### src/hdl/tea_pkg.sv
// Shared types and constants for the TEA block cipher core.
// No dependencies; imported by every other file in hdl/.
`default_nettype none

package tea_pkg;

	// Key schedule constant added once per round
	localparam logic [31:0] TEA_DELTA = 32'h9e3779b9;

	// Width of the configuration register index
	localparam int CFG_INDEX_W = 3;

	typedef logic [31:0] word_t;

	// Key words and direction, as held by the configuration registers
	typedef struct packed {
		word_t k0;
		word_t k1;
		word_t k2;
		word_t k3;
		logic  decrypt;
	} key_t;

endpackage : tea_pkg

`default_nettype wire

### src/hdl/tea_half_round.sv
// One registered half of a TEA Feistel round: updates one word of the block.
// Depends on tea_pkg.
`default_nettype none

module tea_half_round #(
	parameter logic [31:0] SUM_ENC    = 32'h9e3779b9,
	parameter logic [31:0] SUM_DEC    = 32'h9e3779b9,
	parameter bit          FIRST_HALF = 1'b1
) (
	input  wire logic           clk,
	input  wire logic           arst_n,
	input  wire tea_pkg::key_t  key,
	input  wire logic           valid_in,
	input  wire tea_pkg::word_t a_in,
	input  wire tea_pkg::word_t b_in,
	output logic                valid_s1,
	output tea_pkg::word_t      a_s1,
	output tea_pkg::word_t      b_s1
);
	import tea_pkg::*;

	function automatic word_t mix(word_t x, word_t sum, word_t ka, word_t kb);
		return ((x << 4) + ka) ^ (x + sum) ^ ((x >> 5) + kb);
	endfunction

	logic  update_a;
	word_t sum;
	word_t src;
	word_t dst;
	word_t mixed;
	word_t next_word;

	// Encryption updates a then b; decryption undoes b first, then a
	assign update_a  = key.decrypt ? !FIRST_HALF : FIRST_HALF;
	assign sum       = key.decrypt ? SUM_DEC : SUM_ENC;
	assign src       = update_a ? b_in : a_in;
	assign dst       = update_a ? a_in : b_in;
	assign mixed     = update_a ? mix(src, sum, key.k0, key.k1)
	                            : mix(src, sum, key.k2, key.k3);
	assign next_word = key.decrypt ? (dst - mixed) : (dst + mixed);

	always_ff @(posedge clk or negedge arst_n) begin
		if (!arst_n) begin
			valid_s1 <= 1'b0;
		end else begin
			valid_s1 <= valid_in;
		end
	end

	always_ff @(posedge clk) begin
		a_s1 <= update_a ? next_word : a_in;
		b_s1 <= update_a ? b_in : next_word;
	end

endmodule : tea_half_round

`default_nettype wire
### config.mk
export PLATFORM = sky130hd
export DESIGN_NAME = tea_half_round
export DESIGN_NICKNAME = d
export VERILOG_FILES = /design/src/hdl/tea_pkg.sv /design/src/hdl/tea_half_round.sv
export SDC_FILE = /design/constraint.sdc
export NUM_CORES = 1
export LEC_CHECK = 0
export ABC_AREA = 0
export ABC_CLOCK_PERIOD_IN_PS = 800
export BUFFER_PORTS_ARGS = -buffer_cell sky130_fd_sc_hd__buf_2
export CAP_MARGIN = 20
export CORE_MARGIN = 8
export CORE_UTILIZATION = 63
export CTS_CLUSTER_SIZE = 8
export DETAILED_ROUTE_END_ITERATION = 12
export HOLD_SLACK_MARGIN = 0.05
export PLACE_DENSITY_LB_ADDON = 0.12
export SKIP_LAST_GASP = 1
export SLEW_MARGIN = 0
export SYNTH_ARGS = -nofsm -noshare
export SYNTH_HDL_FRONTEND = slang
export SYNTH_SLANG_ARGS = --single-unit
### constraint.sdc
create_clock -name clk -period 0.8 [get_ports clk]
set_input_delay 0 -clock clk [delete_from_list [all_inputs] [get_ports clk]]
set_output_delay 0 -clock clk [all_outputs]
set_load 0.01 [all_outputs]
==> flow_metrics.tcl, run 1 <==
set metrics [dict create \
    synth_edf_count 0 \
    stop_stage "4_1_cts" \
    run_status "did not finish" \
    top_level_ports 261 \
    syn_area_per_cell_um2 7.53 \
    syn_nets 2140 \
    post-cts-setup-buffers 53 \
    post_synth_xor_area_fraction_pct 17.7 \
    post_cts_gate_resize_count 225 \
    tool.error "[ERROR DPL-0038] Utilization greater than 100%, impossible to legalize" \
    post_synth_fa_ha_maj_area_fraction_pct 13.8 \
    root_buffer "sky130_fd_sc_hd__clkbuf_16" \
    fp-row-count 53 \
    synth_simple_gate_area_share_pct 22.1 \
    ys_warn_count 0 \
    initial_cell_density_of_the_core_pct 64.2 \
    synth_seq_area_share_pct 9.64 \
    die_height_um 163 \
    portBuffers 260 \
    dp.final_hpwl_um 58800 \
    synth_compound_area_share_pct 28.0 \
    cts.sink_count 65 \
    clock_tree.htree_level_count 3 \
    synth_seq_cells 65 \
    yosys.cell_types.count 97 \
    synthesis.instances 1798 \
    synth.mux.area_fraction_pct 5.40 \
    postSynth.asyncResetShare_pct 1.54 \
    synth_top_family_by_area "compound AO/OA/AOI/OAI gates" \
    gp_congestion 1.03 \
    numCtsBuffers 9 \
    syn_area_um2 13500 \
    postCtsHoldBufs 11 \
    synth_ff_type "sky130_fd_sc_hd__dfxtp_1" \
    die_w_um 163 \
    cts.path.max_buffers 2 \
]
[metrics by stage]
stage	std cells	setup slack (ns)	instance area, um^2	hold slack (ns)
detailed placement	2945	-6.13	20100	-0.221
floorplan	1798	-6.10	13800	-0.296
global placement	2945	-5.50	20100	-0.225
[synthesized netlist by cell type (26+ instances only)]
| library cell | count | area share (%) |
|---|---|---|
| sky130_fd_sc_hd__nand3_1 | 43 | 1.6 |
| sky130_fd_sc_hd__a21oi_1 | 143 | 5.3 |
| sky130_fd_sc_hd__nand2b_1 | 32 | 1.5 |
| sky130_fd_sc_hd__ha_1 | 141 | 13 |
| sky130_fd_sc_hd__xor2_1 | 83 | 5.4 |
| sky130_fd_sc_hd__clkbuf_1 | 26 | 0.72 |
| sky130_fd_sc_hd__o211ai_1 | 27 | 1.5 |
| sky130_fd_sc_hd__dfxtp_1 | 64 | 9.5 |
| sky130_fd_sc_hd__nor2_1 | 100 | 2.8 |
| sky130_fd_sc_hd__inv_1 | 49 | 1.4 |
| sky130_fd_sc_hd__nor3_1 | 38 | 1.4 |
| sky130_fd_sc_hd__a21o_1 | 52 | 2.9 |
| sky130_fd_sc_hd__xnor2_1 | 175 | 11 |
| sky130_fd_sc_hd__mux2i_1 | 29 | 2.1 |
| sky130_fd_sc_hd__nand2_1 | 173 | 4.8 |
| sky130_fd_sc_hd__and3_1 | 29 | 1.3 |
| sky130_fd_sc_hd__o21ai_0 | 133 | 4.9 |
| sky130_fd_sc_hd__mux2_2 | 38 | 3.2 |
[kinds of logic after synthesis]
group,Yosys count
mux,68
buf+inv,105
flops,65
compound gates,577
xor+xnor,264
fa+ha+maj,146
simple gates,573
==> run 2, diff against run 1 <==
CORE_UTILIZATION = 40   (was 63)
CTS_CLUSTER_SIZE = default   (was 8)
HOLD_SLACK_MARGIN = default   (was 0.05)
PLACE_DENSITY_LB_ADDON = 0.15   (was 0.12)
==> run 2 against run 1 <==
The flow now finishes, with violations (hold timing, setup timing); area after synthesis unchanged; synthesized cell count unchanged.
==> flow_metrics.tcl, run 2 <==
set metrics [dict create \
    run_status "finished, violations left" \
    violated_checks "hold timing, setup timing" \
    drt.antenna.violating_nets 0 \
    clock_tree.htree_level_count 3 \
    critical_path_arrival_ns 6.18 \
    design.die.area_um2 40000 \
    cp_data_required_time_ns 1.08 \
    die_height_um 200 \
    grt_first_pass_wirelength_um 92900 \
    critical_path.slowest_cell "sky130_fd_sc_hd__ha_4" \
    grt_start_max_net_pins 70 \
    max_slew.worst_pin.slew_ns 0.563 \
    ys_top_cells_by_count "sky130_fd_sc_hd__xnor2_1 (175), sky130_fd_sc_hd__nand2_1 (173), sky130_fd_sc_hd__a21oi_1 (143), sky130_fd_sc_hd__ha_1 (141), sky130_fd_sc_hd__o21ai_0 (133)" \
    achievable-frequency_ghz 0.169 \
    final_cell_mix "sky130_fd_sc_hd__buf_4 (755), sky130_fd_sc_hd__buf_2 (253), sky130_fd_sc_hd__nand2_1 (153), sky130_fd_sc_hd__xnor2_1 (139), sky130_fd_sc_hd__a21oi_1 (106)" \
    ys_warn_count 0 \
    rsz0062_at_grt "yes" \
    total_iterations_of_the_first_detailed_routing_run 5 \
    gp_congestion 0.944 \
    die_w_um 200 \
    postCtsHoldBufs 12 \
    drcViolationCount 0 \
    path_clk_slew_ns 0.06 \
    syn_area_per_cell_um2 7.53 \
    timing.critical_path.from_type "primary input" \
    setup_tns_ns -250.46 \
    dr_total_vias 17728 \
    ir_worst_vdd_mv 2.49 \
    portBuffers 260 \
    post-route-min-period_ns 5.91 \
    clock_tree_from_tritoncts "built" \
    final_net_count 3164 \
    post-synth-top-area-fraction_pct 13.0 \
    first_iter_violations 1253 \
    cts.sink_count 65 \
    synth_edf_count 0 \
    core_region_area_um2 33400 \
    post-synth-top-count-cell "sky130_fd_sc_hd__xnor2_1" \
    grt_util_met3_pct 2.68 \
    cellPowerDensity_nw_per_um2 2390 \
    numCtsBuffers 9 \
    dp.final_hpwl_um 52100 \
    grt_usage_pct 29.5 \
    synthesis.instances 1798 \
    syn_nets 2140 \
    postSynth.asyncResetShare_pct 1.54 \
    root_buffer "sky130_fd_sc_hd__clkbuf_16" \
    mostFrequentLayoutCell "sky130_fd_sc_hd__buf_4" \
    cts.path.max_buffers 2 \
    cp-end-kind "flip-flop" \
    whs_ns -0.0889 \
    flow.area_growth_from_synthesis_pct 76.6 \
    number_of_antenna_violations_at_the_first_check_in_global_routing 0 \
    critical_path.top_delay_family "simple AND/OR/NAND/NOR gates" \
    preCtsSetupSlack_ns -5.75 \
    use_met2_pct 49.2 \
    synth_ff_type "sky130_fd_sc_hd__dfxtp_1" \
    detail_routed_via_count_per_cell 5.41 \
    yosys.cell_types.count 97 \
    synth.top_cells.by_area "sky130_fd_sc_hd__ha_1 (13%), sky130_fd_sc_hd__xnor2_1 (11%), sky130_fd_sc_hd__dfxtp_1 (9.5%)" \
    critical-path-top-cell-by-count "sky130_fd_sc_hd__buf_4" \
    timing.final.setup_violations 65 \
    synth_seq_area_share_pct 9.64 \
    met1_track_demand_over_resource_pct 40.5 \
    wl_per_cell_um 19.3 \
    first_global_vias 17448 \
    grt_busiest_layer "met2" \
    critical_path.max_fanout 34 \
    timing.hold.worst.class "primary input to flip-flop" \
    top_level_ports 261 \
    drive_above_1_share_pct 51.0 \
    fp-row-count 67 \
    post-synth-top-area-cell "sky130_fd_sc_hd__ha_1" \
    final_min_period_over_clock_period_pct 738 \
    hold_viol_final 6 \
    cap_viol_max_count 0 \
    detail_route.wirelength_um 63100 \
    syn_area_um2 13500 \
    worst_path_largest_cell_delay_ns 0.42 \
    fin_ws_ns -5.11 \
    initial_cell_density_of_the_core_pct 40.5 \
    slew_violations 0 \
    total_leakage_power_nw 11.4 \
    criticalPathCategory "primary input to flip-flop" \
    synth_seq_cells 65 \
    crit_buf_inv 6 \
    grt_remaining_overflow 0 \
    timing.slew.headroom_pct 61.9 \
    reg_top3 "a_s1 (32), b_s1 (32), valid_s1 (1)" \
]
-- run 2: per-stage QoR --
stage / power, mW / hold WS, ns / area, um^2 / std cells / utilization, %
2_1_floorplan: 26.3 / -0.296 / 13800 / 1798 / -
3_3_place_gp: 42.7 / -0.224 / 20900 / 3188 / 62.5
3_5_place_dp: 43.3 / -0.223 / 20900 / 3188 / 62.5
4_1_cts: 50.6 / -0.0929 / 22600 / 3249 / 67.4
5_1_grt: 60.7 / -0.0599 / 23900 / 3275 / 71.5
6_report: 57.1 / -0.0889 / 23900 / 3276 / 71.5
-- run 2: final timing paths --
check                      cells after the start  slack, ns      from                 end
max                                           31      -5.11    key[0]    a_s1[31]$_DFF_P_
min                                            3      -0.09  a_in[20]    a_s1[20]$_DFF_P_
max in group asynchronous                      3       0.22    arst_n  valid_s1$_DFF_PN0_
min in group asynchronous                      3       0.48    arst_n  valid_s1$_DFF_PN0_
-- run 2: metal layers --
metal | vias up | routed length (um)
met5 | - | 0
met1 | 8431 | 28600
met2 | 506 | 29600
met4 | 0 | 1210
met3 | 67 | 3650
li1 | 8724 | -
-- run 2: cell type report --
cell class / instances / area, um^2
fillers: 2718 / 9520
diodes: 1 / 2.50
repair buffers: 1068 / 7710
clock inverters: 6 / 91.3
multi-input cells: 1628 / 13800
well taps: 448 / 561
flip-flops and latches: 65 / 1320
clock buffers: 10 / 239
inverters: 50 / 200
-- run 2: cells by family after synthesis --
logic type                 after synthesis  share of synthesized area [%]
AOI/OAI and AO/OA                      577                           28.0
DFF                                     65                           9.64
adders and majority gates              146                           13.8
buffers and inverters                  105                           3.35
and+or+nand+nor                        573                           22.1
muxes                                   68                           5.40
xor gates and xnor gates               264                           17.7
-- run 2: timing repair --
item | 4_1_cts | 5_1_grt
hold endpoints to repair | 17 | 4
resized for setup | 191 | 238
pin swaps | 66 | 115
setup endpoints to repair | 66 | 77
buffers inserted | 33 | 32
cloned | 1 | 0
-- run 2: power by group --
part / internal [mW] / switching [mW]
clock network: 2.81 / 1.53
registers: 4.93 / 0.373
logic: 24.6 / 22.9
(Power assumes the default switching activity.)
==> run 3, diff against run 2 <==
ABC_CLOCK_PERIOD_IN_PS = 7630   (was 800)
clock period = 7.63 ns   (was 0.8 ns; I/O delays follow)
==> run 3 against run 2 <==
The flow now finishes without violations; utilization is 23 points lower; worst hold slack improved by 0.097 ns; power down 93%; combinational power fell by 94%; cell count down 22%; non-clock buffer count is 722 lower; sequential cell count unchanged; sequential share of layout area rose by 2.5 points; design area shrank 32%; highest routed layer unchanged.
==> flow_metrics.tcl, run 3 (synthesis gave the netlist of run 2 again) <==
set metrics [dict create \
    run_status "finished clean" \
    initial_cell_density_of_the_core_pct 40.5 \
    detail_routed_via_count_per_cell 5.80 \
    timing.final.setup_violations 0 \
    cp_data_required_time_ns 7.90 \
    critical_path.max_fanout 4 \
    cp-end-kind "flip-flop" \
    grt_usage_pct 25.3 \
    mostFrequentLayoutCell "sky130_fd_sc_hd__buf_2" \
    total_leakage_power_nw 7.30 \
    timing.hold.worst.start "b_in[4]" \
    gp_congestion 0.938 \
    path_clk_slew_ns 0.06 \
    max_slew.worst_pin.slew_ns 1.27 \
    core_region_area_um2 33400 \
    setup_tns_ns 0 \
    post-cts-setup-buffers 0 \
    post_cts_gate_resize_count 0 \
    cap_viol_max_count 0 \
    final_net_count 2442 \
    timing.hold.worst.class "primary input to flip-flop" \
    timing.critical_path.from_type "primary input" \
    worstHoldPathCells 3 \
    number_of_antenna_violations_at_the_first_check_in_global_routing 1 \
    cts.sink_count 65 \
    dr_total_vias 14816 \
    hold_end "b_s1[4]$_DFF_P_" \
    grt_start_max_net_pins 54 \
    clock_tree.htree_level_count 3 \
    drcViolationCount 0 \
    detail_route.wirelength_um 53300 \
    reg_top3 "a_s1 (32), b_s1 (32), valid_s1 (1)" \
    grt_first_pass_wirelength_um 79300 \
    flow.area_growth_from_synthesis_pct 19.9 \
    first_iter_violations 1087 \
    dp.final_hpwl_um 45200 \
    achievable-frequency_ghz 0.138 \
    numCtsBuffers 9 \
    timing.slew.headroom_pct 14.6 \
    final_min_period_over_clock_period_pct 95.2 \
    portBuffers 260 \
    rsz0062_at_grt "no" \
    clock_tree_from_tritoncts "built" \
    drt.antenna.violating_nets 0 \
    grt_remaining_overflow 0 \
    slew_violations 0 \
    die_w_um 200 \
    critical_path_arrival_ns 7.53 \
    first_global_vias 14116 \
    place.detailed.instances 2494 \
    drive_above_1_share_pct 19.4 \
    root_buffer "sky130_fd_sc_hd__clkbuf_16" \
    criticalPathCategory "primary input to flip-flop" \
    total_iterations_of_the_first_detailed_routing_run 5 \
    hold_viol_final 0 \
    antennaDiodeCount 0 \
    layoutNonFillerInstCount 2553 \
    die_height_um 200 \
    cellPowerDensity_nw_per_um2 248 \
    design.die.area_um2 40000 \
    cts.path.max_buffers 2 \
    wl_per_cell_um 20.9 \
    filler_cell_count 3404 \
    fp-row-count 67 \
    top_level_ports 261 \
    final_cell_mix "sky130_fd_sc_hd__buf_2 (259), sky130_fd_sc_hd__xnor2_1 (175), sky130_fd_sc_hd__nand2_1 (173), sky130_fd_sc_hd__a21oi_1 (143), sky130_fd_sc_hd__ha_1 (141)" \
    post-route-min-period_ns 7.27 \
    ir_worst_vdd_mv 0.233 \
]
[run 3: repair_timing]
item / 4_1_cts / 5_1_grt
hold buffers: 43 / 0
endpoints found under the hold margin: 42 / 0
endpoints found under the setup margin: 0 / 0
[run 3: final cells by class]
cell class / count / area, um^2 / area share (%)
tap: 448 / 561 / 3.45
multi-input combinational: 1628 / 11800 / 72.5
inverter: 50 / 188 / 1.16
clock inverter: 7 / 119 / 0.732
timing repair buffer: 346 / 2060 / 12.7
sequential: 65 / 1310 / 8.04
clock buffer: 9 / 225 / 1.39
[run 3: per-stage QoR]
stage / instance area (um^2) / power [mW] / util, % / setup WS, ns / hold slack, ns
final: 16200 / 4.02 / 48.6 / 0.363 / 0.00789
after global routing: 16200 / 4.35 / 48.6 / 0.0253 / 0.0228
after CTS: 16200 / 4.01 / 48.6 / 0.584 / 0.00630
after detailed placement: 15500 / 3.50 / 46.2 / 0.353 / -0.224
after global placement: 15500 / 3.49 / 46.2 / 0.487 / -0.226
after floorplan: 13500 / 2.67 / - / 0.0526 / -0.296
[run 3: how the worst max path moves through the flow]
stage / slack (ns) / cells after the start / from / endpoint
floorplan: 0.05 / 37 / key[0] / a_s1[31]$_DFF_P_
global placement: 0.49 / 29 / key[0] / a_s1[31]$_DFF_P_
detailed placement: 0.35 / 28 / key[0] / a_s1[31]$_DFF_P_
CTS: 0.58 / 31 / b_in[0] / b_s1[28]$_DFF_P_
global route: 0.03 / 28 / b_in[20] / a_s1[31]$_DFF_P_
finish: 0.36 / 28 / b_in[20] / a_s1[31]$_DFF_P_
[run 3: where the power goes]
| group | internal [mW] | switching (mW) |
|---|---|---|
| clock | 0.319 | 0.151 |
| combinational | 1.27 | 1.74 |
| sequential | 0.514 | 0.0382 |
| total | 2.10 | 1.93 |
[run 3: worst max-delay path, stage by stage]
cell and delay [ns]:
sky130_fd_sc_hd__dlygate4sd3_1 0.53, sky130_fd_sc_hd__buf_2 0.15, sky130_fd_sc_hd__inv_1 0.05, sky130_fd_sc_hd__o21ai_0 0.96
sky130_fd_sc_hd__ha_1 0.42, sky130_fd_sc_hd__a211oi_1 0.27, sky130_fd_sc_hd__o21ai_0 0.15, sky130_fd_sc_hd__a311oi_1 0.36
sky130_fd_sc_hd__nor2_1 0.12, sky130_fd_sc_hd__nor3_1 0.35, sky130_fd_sc_hd__a211oi_1 0.10, sky130_fd_sc_hd__a211oi_1 0.54
sky130_fd_sc_hd__xnor2_1 0.23, sky130_fd_sc_hd__o211ai_1 0.24, sky130_fd_sc_hd__nor3b_4 0.24, sky130_fd_sc_hd__or3b_1 0.38
sky130_fd_sc_hd__xnor2_1 0.15, sky130_fd_sc_hd__o21ai_1 0.09, sky130_fd_sc_hd__ha_1 0.36, sky130_fd_sc_hd__a21o_1 0.19
sky130_fd_sc_hd__a21oi_1 0.22, sky130_fd_sc_hd__nand3b_1 0.10, sky130_fd_sc_hd__o21ai_0 0.42, sky130_fd_sc_hd__a31oi_1 0.22
sky130_fd_sc_hd__a21o_1 0.23, sky130_fd_sc_hd__and3_1 0.17, sky130_fd_sc_hd__mux2i_1 0.16, sky130_fd_sc_hd__xnor2_1 0.13
[run 3: metal layers]
| layer | track usage [%] | vias up | part of all wire (%) |
|---|---|---|---|
| li1 | - | 7285 | - |
| met2 | 39.1 | 515 | 43 |
| met4 | 6.08 | 0 | 2.1 |
| met5 | 0 | - | 0 |
| met1 | 37.2 | 6952 | 49 |
| met3 | 2.50 | 64 | 6.0 |
