$ cat src/hdl/tea_pkg.sv
// Shared types and constants for the TEA block cipher core.
// No dependencies; imported by every other file in hdl/.
`default_nettype none

package tea_pkg;

	// Key schedule constant added once per round
	localparam logic [31:0] TEA_DELTA = 32'h9e3779b9;

	// Width of the configuration register index
	localparam int CFG_INDEX_W = 3;

	typedef logic [31:0] word_t;

	// Key words and direction, as held by the configuration registers
	typedef struct packed {
		word_t k0;
		word_t k1;
		word_t k2;
		word_t k3;
		logic  decrypt;
	} key_t;

endpackage : tea_pkg

`default_nettype wire

$ cat src/hdl/tea_cfg_regs.sv
// Configuration registers of the TEA core: four key words and the direction bit.
// Depends on tea_pkg.
`default_nettype none

module tea_cfg_regs (
	input  wire logic                            clk,
	input  wire logic                            arst_n,
	input  wire logic                            cfg_write,
	input  wire logic [tea_pkg::CFG_INDEX_W-1:0] cfg_index,
	input  wire tea_pkg::word_t                  cfg_data,
	output tea_pkg::key_t                        key
);
	import tea_pkg::*;

	localparam logic [CFG_INDEX_W-1:0] REG_KEY_WORD0    = CFG_INDEX_W'(0);
	localparam logic [CFG_INDEX_W-1:0] REG_KEY_WORD1    = CFG_INDEX_W'(1);
	localparam logic [CFG_INDEX_W-1:0] REG_KEY_WORD2    = CFG_INDEX_W'(2);
	localparam logic [CFG_INDEX_W-1:0] REG_KEY_WORD3    = CFG_INDEX_W'(3);
	localparam logic [CFG_INDEX_W-1:0] REG_DECRYPT_MODE = CFG_INDEX_W'(4);

	key_t key_q;

	always_ff @(posedge clk or negedge arst_n) begin
		if (!arst_n) begin
			key_q <= '0;
		end else if (cfg_write) begin
			case (cfg_index)
				REG_KEY_WORD0:    key_q.k0      <= cfg_data;
				REG_KEY_WORD1:    key_q.k1      <= cfg_data;
				REG_KEY_WORD2:    key_q.k2      <= cfg_data;
				REG_KEY_WORD3:    key_q.k3      <= cfg_data;
				REG_DECRYPT_MODE: key_q.decrypt <= cfg_data[0];
				default: ; // drop writes to unused indices
			endcase
		end
	end

	assign key = key_q;

endmodule : tea_cfg_regs

`default_nettype wire

$ cat config.mk
export PLATFORM = sky130hd
export DESIGN_NAME = tea_cfg_regs
export DESIGN_NICKNAME = d
export VERILOG_FILES = /design/src/hdl/tea_pkg.sv /design/src/hdl/tea_cfg_regs.sv
export SDC_FILE = /design/constraint.sdc
export NUM_CORES = 1
export LEC_CHECK = 0
export ABC_AREA = 1
export BUFFER_PORTS_ARGS = -buffer_cell sky130_fd_sc_hd__buf_2
export CORE_UTILIZATION = 30
export DETAILED_ROUTE_END_ITERATION = 10
export PLACE_DENSITY_LB_ADDON = 0.05
export SYNTH_ARGS = -nofsm -noshare
export SYNTH_HDL_FRONTEND = slang
export SYNTH_SLANG_ARGS = --single-unit
$ cat constraint.sdc
create_clock -name clk -period 1.33 [get_ports clk]
set_input_delay 0 -clock clk [delete_from_list [all_inputs] [get_ports clk]]
set_output_delay 0 -clock clk [all_outputs]
set_load 0.02 [all_outputs]
== Word-level counts from Yosys, hierarchy flattened ==
Index checks and enable logic that the tools add are counted.
Widths: inputs -> output; s select.

* Equality and inequality tests: 4
* Reduce and logical (&&, ||, !) cells: 6

{| class="wikitable"
|+ Operators by type and width
! kind !! number
|-
| $reduce_and 2->1 || 5
|-
| $eq 3x2->1 const B || 2
|-
| $eq 3x1->1 const B || 1
|-
| $eq 3x3->1 const B || 1
|-
| $logic_not 3->1 || 1
|}

* Logic and storage cells: 15
* Input port bits: 38
* Output and inout bits: 129
* Register bits after elaboration: 129

== Longest topological paths before layout ==
Gate-level depths: netlist of the first run.

* Depth after elaboration: 2
* Gate-level depth with buffers: 6
* Mapped depth without buffers: 5

== Least setup slack after synthesis of the first run ==
Ideal clock, no wire load.

* Path type: input -> register
* From: in cfg_index[0] in the netlist's numbering
* To: reg key_q (netlist bit key[100])
* Cell stages on the path: 5
* Slack: 0.618 ns
* Data required time: 1.213 ns
* Setup time: 0.117 ns
* Buffers on the path: 1
* Arrival time: 0.595 ns
* Path through: nor2_2 nand2_1 buf_2 nand2_1 nand2_1

* Longest elaborated chain between the ends: 2

{| class="wikitable"
|+ RTL lines
! element !! line !! text
|-
| from (decl) || tea_cfg_regs.sv:9 || <nowiki>input wire logic [tea_pkg::CFG_INDEX_W-1:0] cfg_index,</nowiki>
|-
| $logic_not 3->1 || tea_cfg_regs.sv:27 || <nowiki>case (cfg_index)</nowiki>
|-
| $reduce_and 2->1 (no source line) || -- ||
|-
| to (decl) || tea_cfg_regs.sv:21 || <nowiki>key_t key_q;</nowiki>
|}

Every way passes these cells.
A chain may end at the register's enable or synchronous reset.

== Worst setup path in the final report of the first run ==
* From: in cfg_write
* To: reg key_q (netlist bit key[7])

* Longest elaborated chain between the ends: 1

{| class="wikitable"
|+ RTL lines
! element !! line !! text
|-
| from (decl) || tea_cfg_regs.sv:8 || <nowiki>input wire logic cfg_write,</nowiki>
|-
| $reduce_and 2->1 (no source line) || -- ||
|}

Every way passes these cells.

==> impl_metrics.tcl, run 1 <==
set metrics [dict create \
    status "finished clean" \
    min_to "key[94]" \
    seq_power_share_pct 40.4 \
    grt_pass1_wl_um 26100 \
    place.port_buffers 166 \
    top_layer_used "met4" \
    startpoint_type "primary input" \
    start_util_pct 30.7 \
    switchingPower_w 0.00407 \
    largest_register_ff_count 129 \
    timing.final.ws_setup_ns 0.162 \
    nets 815 \
    die_x_um 132 \
    row_count 47 \
    syn_area_um2 5090 \
    finalCritPeriodShare_pct 87.8 \
    drv_slew 0 \
    numCtsBuffers 17 \
    reg2reg_slack_ns 0.69 \
    routed-via-count 4558 \
    dpl_worst_slack_ns 0.237 \
    ir_drop_mv 0.892 \
    fin_setup_tns_ns 0 \
    wl_met1_um 7430 \
    slowest_delay_ns 0.53 \
    relSlewSlack_pct 74.1 \
    via_per_inst 4.52 \
    routedWlPerCell_um 16.3 \
    postRouteAntennaNets 0 \
    worstMarginPinSlew_ns 0.389 \
    grt_pass1_vias 4686 \
    p_int_w 0.00851 \
    min_path_type "primary input to register" \
    synth_nets 607 \
    clkLatencyLatePin_ns 0.41 \
    final_area_um2 7190 \
    antenna_found_initial 0 \
    dieArea_um2 17500 \
    avgSynthCellArea_um2 8.94 \
    finalCriticalPeriod_ns 1.17 \
    globalRouteOverflowTotal 0 \
    htree_levels 4 \
    ys_warn_count 0 \
    pwr-share-comb_pct 23.4 \
    crit_chain "dlygate4sd3_1 > buf_2 > inv_2 > nor2_4 > nand2_1 > buf_12 > nand2_1 > nand2_1" \
    clkSlewWorstSetupHoldPaths_ns 0.06 \
    crit_start "cfg_write" \
    gp_congestion 0.769 \
    hold_viol_final 0 \
    worstPathArrival_ns 1.47 \
    dp_hpwl_um 11300 \
    route.met2.wl_um 7690 \
    ctsResizeCount 0 \
    drt-pass1-iter-count 5 \
    swShare_pct 32.3 \
    clock-sinks 129 \
    cp_num_buf_inv 4 \
    synth_seq_cells 129 \
    ioPinCount 167 \
    r2r-start "key[24]" \
    drv_cap 0 \
    cpLargestDelayFamily "buffers and inverters" \
    whs_ns 0.0225 \
    postPlaceCellArea_um2 6260 \
    finClkSkew_ns 0 \
    r2r-end "key[24]" \
    crit_path_end_kind "register" \
    min_from "cfg_index[1]" \
    wl_met3_um 951 \
    worst-path-max-fanout 29 \
    num_antenna_cells 0 \
    pwr-share-clk_pct 36.2 \
    ff2ff_path_depth 2 \
    cts_tree "done" \
    cts_root_buffer "clkbuf_16" \
    layout-drive-gt1-share_pct 28.4 \
    cp.required_ns 1.63 \
    grt_max_degree 55 \
    n_fill_cell 1701 \
    synthCells 569 \
    setup_viol 0 \
    p_per_area_nw_per_um2 1750 \
    criticalPathCategory "primary input to register" \
    routed_wl_um 16500 \
    seq_area_frac_synth_pct 63.4 \
    area.growth.synth_to_final_pct 41.4 \
    grtUsageTotal_pct 19.7 \
    rsz0062_at_grt "false" \
    path_depth 8 \
    slowest_stage "dlygate4sd3_1" \
    fp.coreArea_um2 16600 \
    clockBufferDepth 2 \
    path_common_cell "nand2_1" \
    synthDistinctLibCells 10 \
    fin_util_pct 43.4 \
    route.detailed.drc 0 \
    drt_iter0_markers 217 \
    clock.fmax_ghz 0.857 \
    hold_depth 4 \
    p_leak_nw 4.04 \
    die_y_um 132 \
]
## routing by layer
layer  GRT usage, %  vias to the layer above
li1               -                     2209
met1           25.3                     2163
met2           31.7                      159
met3           4.73                       27
met4           8.30                        0
met5              0                        -
## cell usage after synthesis, drive strengths merged
cell	instances	area share, %
nand2	298	22
dfrtp	129	63
nand3	97	9.5
buf	32	3.5
inv	6	0.44
nor2	5	0.91
clkbuf	2	0.15
## through the flow
| stage | total power [W] | cells |
|---|---|---|
| floorplan | 0.00672 | 569 |
| CTS | 0.0127 | 1009 |
| global route | 0.0132 | 1009 |
| finish | 0.0126 | 1009 |
| detailed placement | 0.00804 | 943 |
| global placement | 0.00799 | 943 |
## final cells by class
| class | count | area, um^2 | share of cell area, % |
|---|---|---|---|
| clock buffer | 21 | 470 | 6.54 |
| clock inverter | 10 | 110 | 1.53 |
| inverter | 6 | 22.5 | 0.313 |
| multi-input combinational | 400 | 1660 | 23.1 |
| sequential | 129 | 3230 | 44.9 |
| tap | 220 | 275 | 3.83 |
| timing repair buffer | 223 | 1430 | 19.8 |
## timing repair
item,in CTS,in global routing
hold buffers,35,0
endpoints found under the setup margin,0,0
endpoints found under the hold margin,258,0
buffers inserted,0,0
## cells by family (layout without fill, tap and decap cells)
kind of cell,after synthesis,after routing,share of synthesized area (%)
simple gates,400,400,32.4
buf+inv,40,260,4.13
flops,129,129,63.4
## how the worst max path moves through the flow
| stage | endpoint | slack [ns] |
|---|---|---|
| 2_1_floorplan | key[100] | 0.62 |
| 3_3_place_gp | key[90] | 0.29 |
| 3_5_place_dp | key[72] | 0.24 |
| 4_1_cts | key[17] | 0.19 |
| 5_1_grt | key[14] | 0.06 |
| 6_report | key[7] | 0.16 |
## worst min-delay path: stages
cell and delay [ns]:
buf_2 0.16, nor2_4 0.09, nand3_1 0.08, nand2_1 0.05
## power by group through the flow
stage / combinational, W / clock (W) / sequential, W
2_1_floorplan: 0.000694 / 0 / 0.00603
3_3_place_gp: 0.00287 / 0 / 0.00512
3_5_place_dp: 0.00291 / 0 / 0.00513
4_1_cts: 0.00299 / 0.00466 / 0.00508
5_1_grt: 0.00320 / 0.00485 / 0.00517
6_report: 0.00294 / 0.00456 / 0.00508
## cells in the final DEF, fill, tap and decap left out, drive strengths merged
master | netlist | routed
buf | 32 | 188
bufinv | 0 | 2
clkbuf | 2 | 21
clkinv | 0 | 4
clkinvlp | 0 | 4
dfrtp | 129 | 129
dlygate4sd3 | 0 | 35
inv | 6 | 6
nand2 | 298 | 298
nand3 | 97 | 97
nor2 | 5 | 5
Note: power is estimated with default switching activity, not from simulation.
==> run 2, diff against run 1 <==
CORE_UTILIZATION = 40   (was 30)
PLACE_DENSITY = 0.66   (was not set)
PLACE_DENSITY_LB_ADDON = not set   (was 0.05)
==> run 2 against run 1 <==
Net effect: clock skew is the same; setup slack lost 0.10 ns; hold slack better by 0.0070 ns; flip-flop and latch count is the same; global-route usage increased by 4.7 points; critical endpoint is now key[108]; largest cell class unchanged; largest power group unchanged.
==> impl_metrics.tcl, run 2 (synthesis gave the netlist of run 1 again) <==
set metrics [dict create \
    grt_max_degree 54 \
    gp_congestion 0.835 \
    dp_hpwl_um 10200 \
    final_common_cell "nand2_1" \
    drv_cap 0 \
    status "finished clean" \
    whs_ns 0.0295 \
    cp_num_buf_inv 3 \
    fin_util_pct 58.6 \
    cts_setup_buffers 0 \
    p_per_area_nw_per_um2 1810 \
    drt_iter0_markers 295 \
    finalCritPeriodShare_pct 95.4 \
    rsz0062_at_grt "false" \
    relSlewSlack_pct 76.6 \
    ioPinCount 167 \
    die_x_um 115 \
    grt_pass1_vias 4577 \
    routedWlPerCell_um 15.8 \
    cts_tree "done" \
    route.detailed.drc 0 \
    start_util_pct 41.7 \
    worstMarginPinSlew_ns 0.351 \
    crit_path_end_kind "register" \
    clock-sinks 129 \
    drv_slew 0 \
    globalRouteOverflowTotal 0 \
    via_per_inst 4.84 \
    largest_register_ff_count 129 \
    finalCriticalPeriod_ns 1.27 \
    postRouteAntennaNets 0 \
    cpLargestDelayFamily "buffers and inverters" \
    numCtsBuffers 17 \
    place.port_buffers 166 \
    path_common_cell "dlygate4sd3_1" \
    routed_wl_um 15100 \
    worst-path-max-fanout 4 \
    ir_drop_mv 0.766 \
    p_leak_nw 4.05 \
    instances_no_fill 958 \
    nets 814 \
    routed-via-count 4633 \
    grt_pass1_wl_um 24100 \
    mostFrequentLayoutCells "nand2_1, buf_2, dfrtp_1, nand3_1, dlygate4sd3_1" \
    row_count 40 \
    slowest_delay_ns 0.60 \
    setup_viol 0 \
    place_inst 890 \
    clkLatencyLatePin_ns 0.40 \
    layout-drive-gt1-share_pct 28.5 \
    cts_root_buffer "clkbuf_16" \
    clock.fmax_ghz 0.788 \
    htree_levels 4 \
    slowest_stage "dlygate4sd3_1" \
    fp.coreArea_um2 12200 \
    crit_chain "dlygate4sd3_1 > buf_2 > nor2_4 > dlygate4sd3_1 > nand3_1 > nand2_1" \
    drt-pass1-iter-count 5 \
    cp.required_ns 1.67 \
    hold_viol_final 0 \
    ctsResizeCount 0 \
    hold_buffers 35 \
    worstPathArrival_ns 1.61 \
    finClkSkew_ns 0 \
    grtUsageTotal_pct 24.4 \
    startpoint_type "primary input" \
    area.growth.synth_to_final_pct 40.7 \
    die_y_um 115 \
    dieArea_um2 13200 \
    clockBufferDepth 2 \
    fin_setup_tns_ns 0 \
    criticalPathCategory "primary input to register" \
    antenna_found_initial 1 \
    clkSlewWorstSetupHoldPaths_ns 0.06 \
    min_path_type "primary input to register" \
]
-- run 2: tightest hold or removal path, stage by stage --
cell and delay (ns):
buf_2 0.12, nand2_1 0.11, inv_1 0.07, nand3_1 0.06, nand2_1 0.05
-- run 2: stage by stage --
| step | cell area, um^2 | setup slack (ns) | total power (W) |
|---|---|---|---|
| after floorplan | 5090 | 0.618 | 0.00672 |
| after global routing | 7160 | 0.00879 | 0.0136 |
| after global placement | 6170 | 0.338 | 0.00792 |
| final | 7160 | 0.0610 | 0.0129 |
| after detailed placement | 6170 | 0.319 | 0.00800 |
| after CTS | 7160 | 0.0666 | 0.0130 |
-- run 2: final timing paths --
kind,start,cells past startpoint,slack (ns),to
setup / recovery,cfg_index[1],6,0.06,key[108]
hold / removal,cfg_write,5,0.03,key[0]
setup reg to reg,key[23],2,0.69,key[23]
hold reg to reg,key[72],2,0.46,key[72]
max in group asynchronous,arst_n,3,0.70,key[34]
min in group asynchronous,arst_n,2,0.05,key[91]
-- run 2: layer usage --
metal | global-route usage, % | share of wire [%]
met1 | 31.4 | 43
met2 | 39.0 | 48
met3 | 4.96 | 5.9
met4 | 13.1 | 3.3
met5 | 0 | 0
-- run 2: final cells by class --
cell class                      instances  area (um^2)
Fill cell                            1105         5050
Antenna cell                            1         2.50
Inverter                                6         22.5
Sequential cell                       129         3230
Clock buffer                           17          425
Tap cell                              168          210
Multi-Input combinational cell        400         1660
Timing Repair Buffer                  222         1410
Clock inverter                         15          208
-- run 2: report_power, final --
part / leakage (nW) / total, W / switching [W] / internal [W]
combinational: 2.13 / 0.00292 / 0.00196 / 0.000963
sequential: 1.62 / 0.00508 / 0.000418 / 0.00466
clock: 0.296 / 0.00494 / 0.00179 / 0.00316
total: 4.05 / 0.0129 / 0.00417 / 0.00878
==> run 3, diff against run 2 <==
CTS_BUF_LIST = sky130_fd_sc_hd__clkbuf_2   (was not set)
clock period = 1.45 ns   (was 1.33 ns; I/O delays follow)
==> run 3 against run 2 <==
Net effect: count of clock-buffer cells in the layout rose by 1; flip-flop and latch count is the same; hold slack worse by 0.27 ns; setup slack lost 0.11 ns; the flow now finishes with violations (hold timing, setup timing).
==> impl_metrics.tcl, run 3 (synthesis gave the netlist of run 1 again) <==
set metrics [dict create \
    htree_levels 4 \
    p_int_w 0.00605 \
    clockBufferDepth 2 \
    use_met2_pct 38.9 \
    clock-sinks 129 \
    fp.coreArea_um2 12200 \
    switchingPower_w 0.00358 \
    finalCritPeriodShare_pct 103 \
    criticalPathCategory "primary input to register" \
    met1_usage_pct 32.3 \
    die_x_um 115 \
    use_met3_pct 5.32 \
    min_to "key[0]" \
    place.port_buffers 166 \
    clkSlewWorstSetupHoldPaths_ns 0.18 \
    finClkSkew_ns 0 \
    area.growth.synth_to_final_pct 50.4 \
    mostFrequentLayoutCells "nand2_1, buf_2, dfrtp_1, dlygate4sd3_1, nand3_1" \
    final_common_cell "nand2_1" \
    cp.required_ns 2.06 \
    grt_max_degree 66 \
    fin_util_pct 62.7 \
    antenna_found_initial 0 \
    largest_register_ff_count 129 \
    nets 905 \
    cts_root_buffer "clkbuf_2" \
    violations "hold timing, setup timing" \
    p_leak_nw 4.09 \
    cts_tree "done" \
    numCtsBuffers 17 \
    min_from "cfg_index[0]" \
    drt_iter0_markers 492 \
    routed_wl_um 16500 \
    min_path_type "primary input to register" \
    hold_viol_final 23 \
    drt-pass1-iter-count 5 \
    dp_hpwl_um 10000 \
    reg2reg_slack_ns 0.24 \
    row_count 40 \
    drv_slew 0 \
    layout-drive-gt1-share_pct 25.5 \
    drv_cap 0 \
    seq_power_share_pct 48.3 \
    num_antenna_cells 0 \
    grtUsageTotal_pct 24.4 \
    postRouteAntennaNets 0 \
    ioPinCount 167 \
    pwr-share-clk_pct 22.1 \
    routedWlPerCell_um 15.8 \
    crit_path_end_kind "register" \
    dieArea_um2 13200 \
    finalCriticalPeriod_ns 1.50 \
    final_area_um2 7650 \
    hold_depth 4 \
    worstPathArrival_ns 2.11 \
    gp_congestion 0.856 \
    postPlaceCellArea_um2 6160 \
    grt.busiest_layer "met2" \
    setup_viol 9 \
    ff2ff_path_depth 3 \
    pwr-share-comb_pct 29.6 \
    status "complete, but fails checks" \
    relSlewSlack_pct 49.0 \
    clkLatencyLatePin_ns 0.65 \
    worstMarginPinSlew_ns 0.762 \
    ir_drop_mv 0.540 \
    grt_pass1_vias 4628 \
    timing.final.ws_setup_ns -0.0507 \
    globalRouteOverflowTotal 0 \
    startpoint_type "primary input" \
    grt_pass1_wl_um 24100 \
    worst-path-max-fanout 65 \
    n_fill_cell 1074 \
    routed-via-count 5207 \
    swShare_pct 37.2 \
    p_per_area_nw_per_um2 1260 \
    die_y_um 115 \
    start_util_pct 41.7 \
    r2r-start "key[9]" \
    r2r-end "key[9]" \
    whs_ns -0.238 \
    route.detailed.drc 0 \
    via_per_inst 4.97 \
    clock.fmax_ghz 0.666 \
]
## run 3: area by class of cell
| cell class | count | area (um^2) | area share [%] |
|---|---|---|---|
| Multi-Input combinational cell | 400 | 1660 | 21.6 |
| Clock buffer | 18 | 90.1 | 1.18 |
| Timing Repair Buffer | 313 | 2310 | 30.1 |
| Clock inverter | 14 | 143 | 1.86 |
| Tap cell | 168 | 210 | 2.75 |
| Sequential cell | 129 | 3230 | 42.2 |
| Inverter | 6 | 22.5 | 0.294 |
## run 3: through the flow
stage               setup TNS, ns  worst slack (ns)  std cells  power [W]
global placement                0             0.387        890    0.00727
floorplan                       0             0.738        569    0.00616
finish                     -0.140           -0.0507       1048    0.00963
detailed placement              0             0.364        890    0.00733
global route               -0.493            -0.110       1048     0.0102
CTS                             0            0.0291        984    0.00961
## run 3: routing by layer
layer | share of wire (%) | wire, um
met5 | 0 | 0
met4 | 2.9 | 485
met3 | 6.3 | 1040
met2 | 49 | 8140
met1 | 42 | 6880
## run 3: timing repair
action | in CTS | in global routing
hold endpoints to repair | 258 | 106
resized for setup | 0 | 0
hold buffers | 62 | 67
setup endpoints to repair | 0 | 3
setup buffers | 0 | 0
## run 3: how the worst max path moves through the flow
stage                     endpoint  slack, ns         start  depth (start not counted)
after floorplan           key[100]       0.74  cfg_index[0]                          5
after global placement    key[100]       0.39  cfg_index[0]                          6
after detailed placement  key[107]       0.36  cfg_index[0]                          6
after CTS                  key[69]       0.03  cfg_index[0]                          8
after global routing       key[36]      -0.11  cfg_index[2]                          7
final                      key[36]      -0.05  cfg_index[2]                          7
## run 3: worst max-delay path, stage by stage
cell and delay (ns):
buf_2 0.12, dlygate4sd3_1 0.61, nor2_4 0.22, buf_12 0.29, nand3_1 0.15, dlygate4sd3_1 0.60
nand2_1 0.08
## run 3: power by group through the flow
stage | combinational, W | clock, W | sequential, W
2_1_floorplan | 0.000636 | 0 | 0.00553
3_3_place_gp | 0.00258 | 0 | 0.00469
3_5_place_dp | 0.00263 | 0 | 0.00470
4_1_cts | 0.00277 | 0.00220 | 0.00464
5_1_grt | 0.00309 | 0.00238 | 0.00473
6_report | 0.00285 | 0.00213 | 0.00465
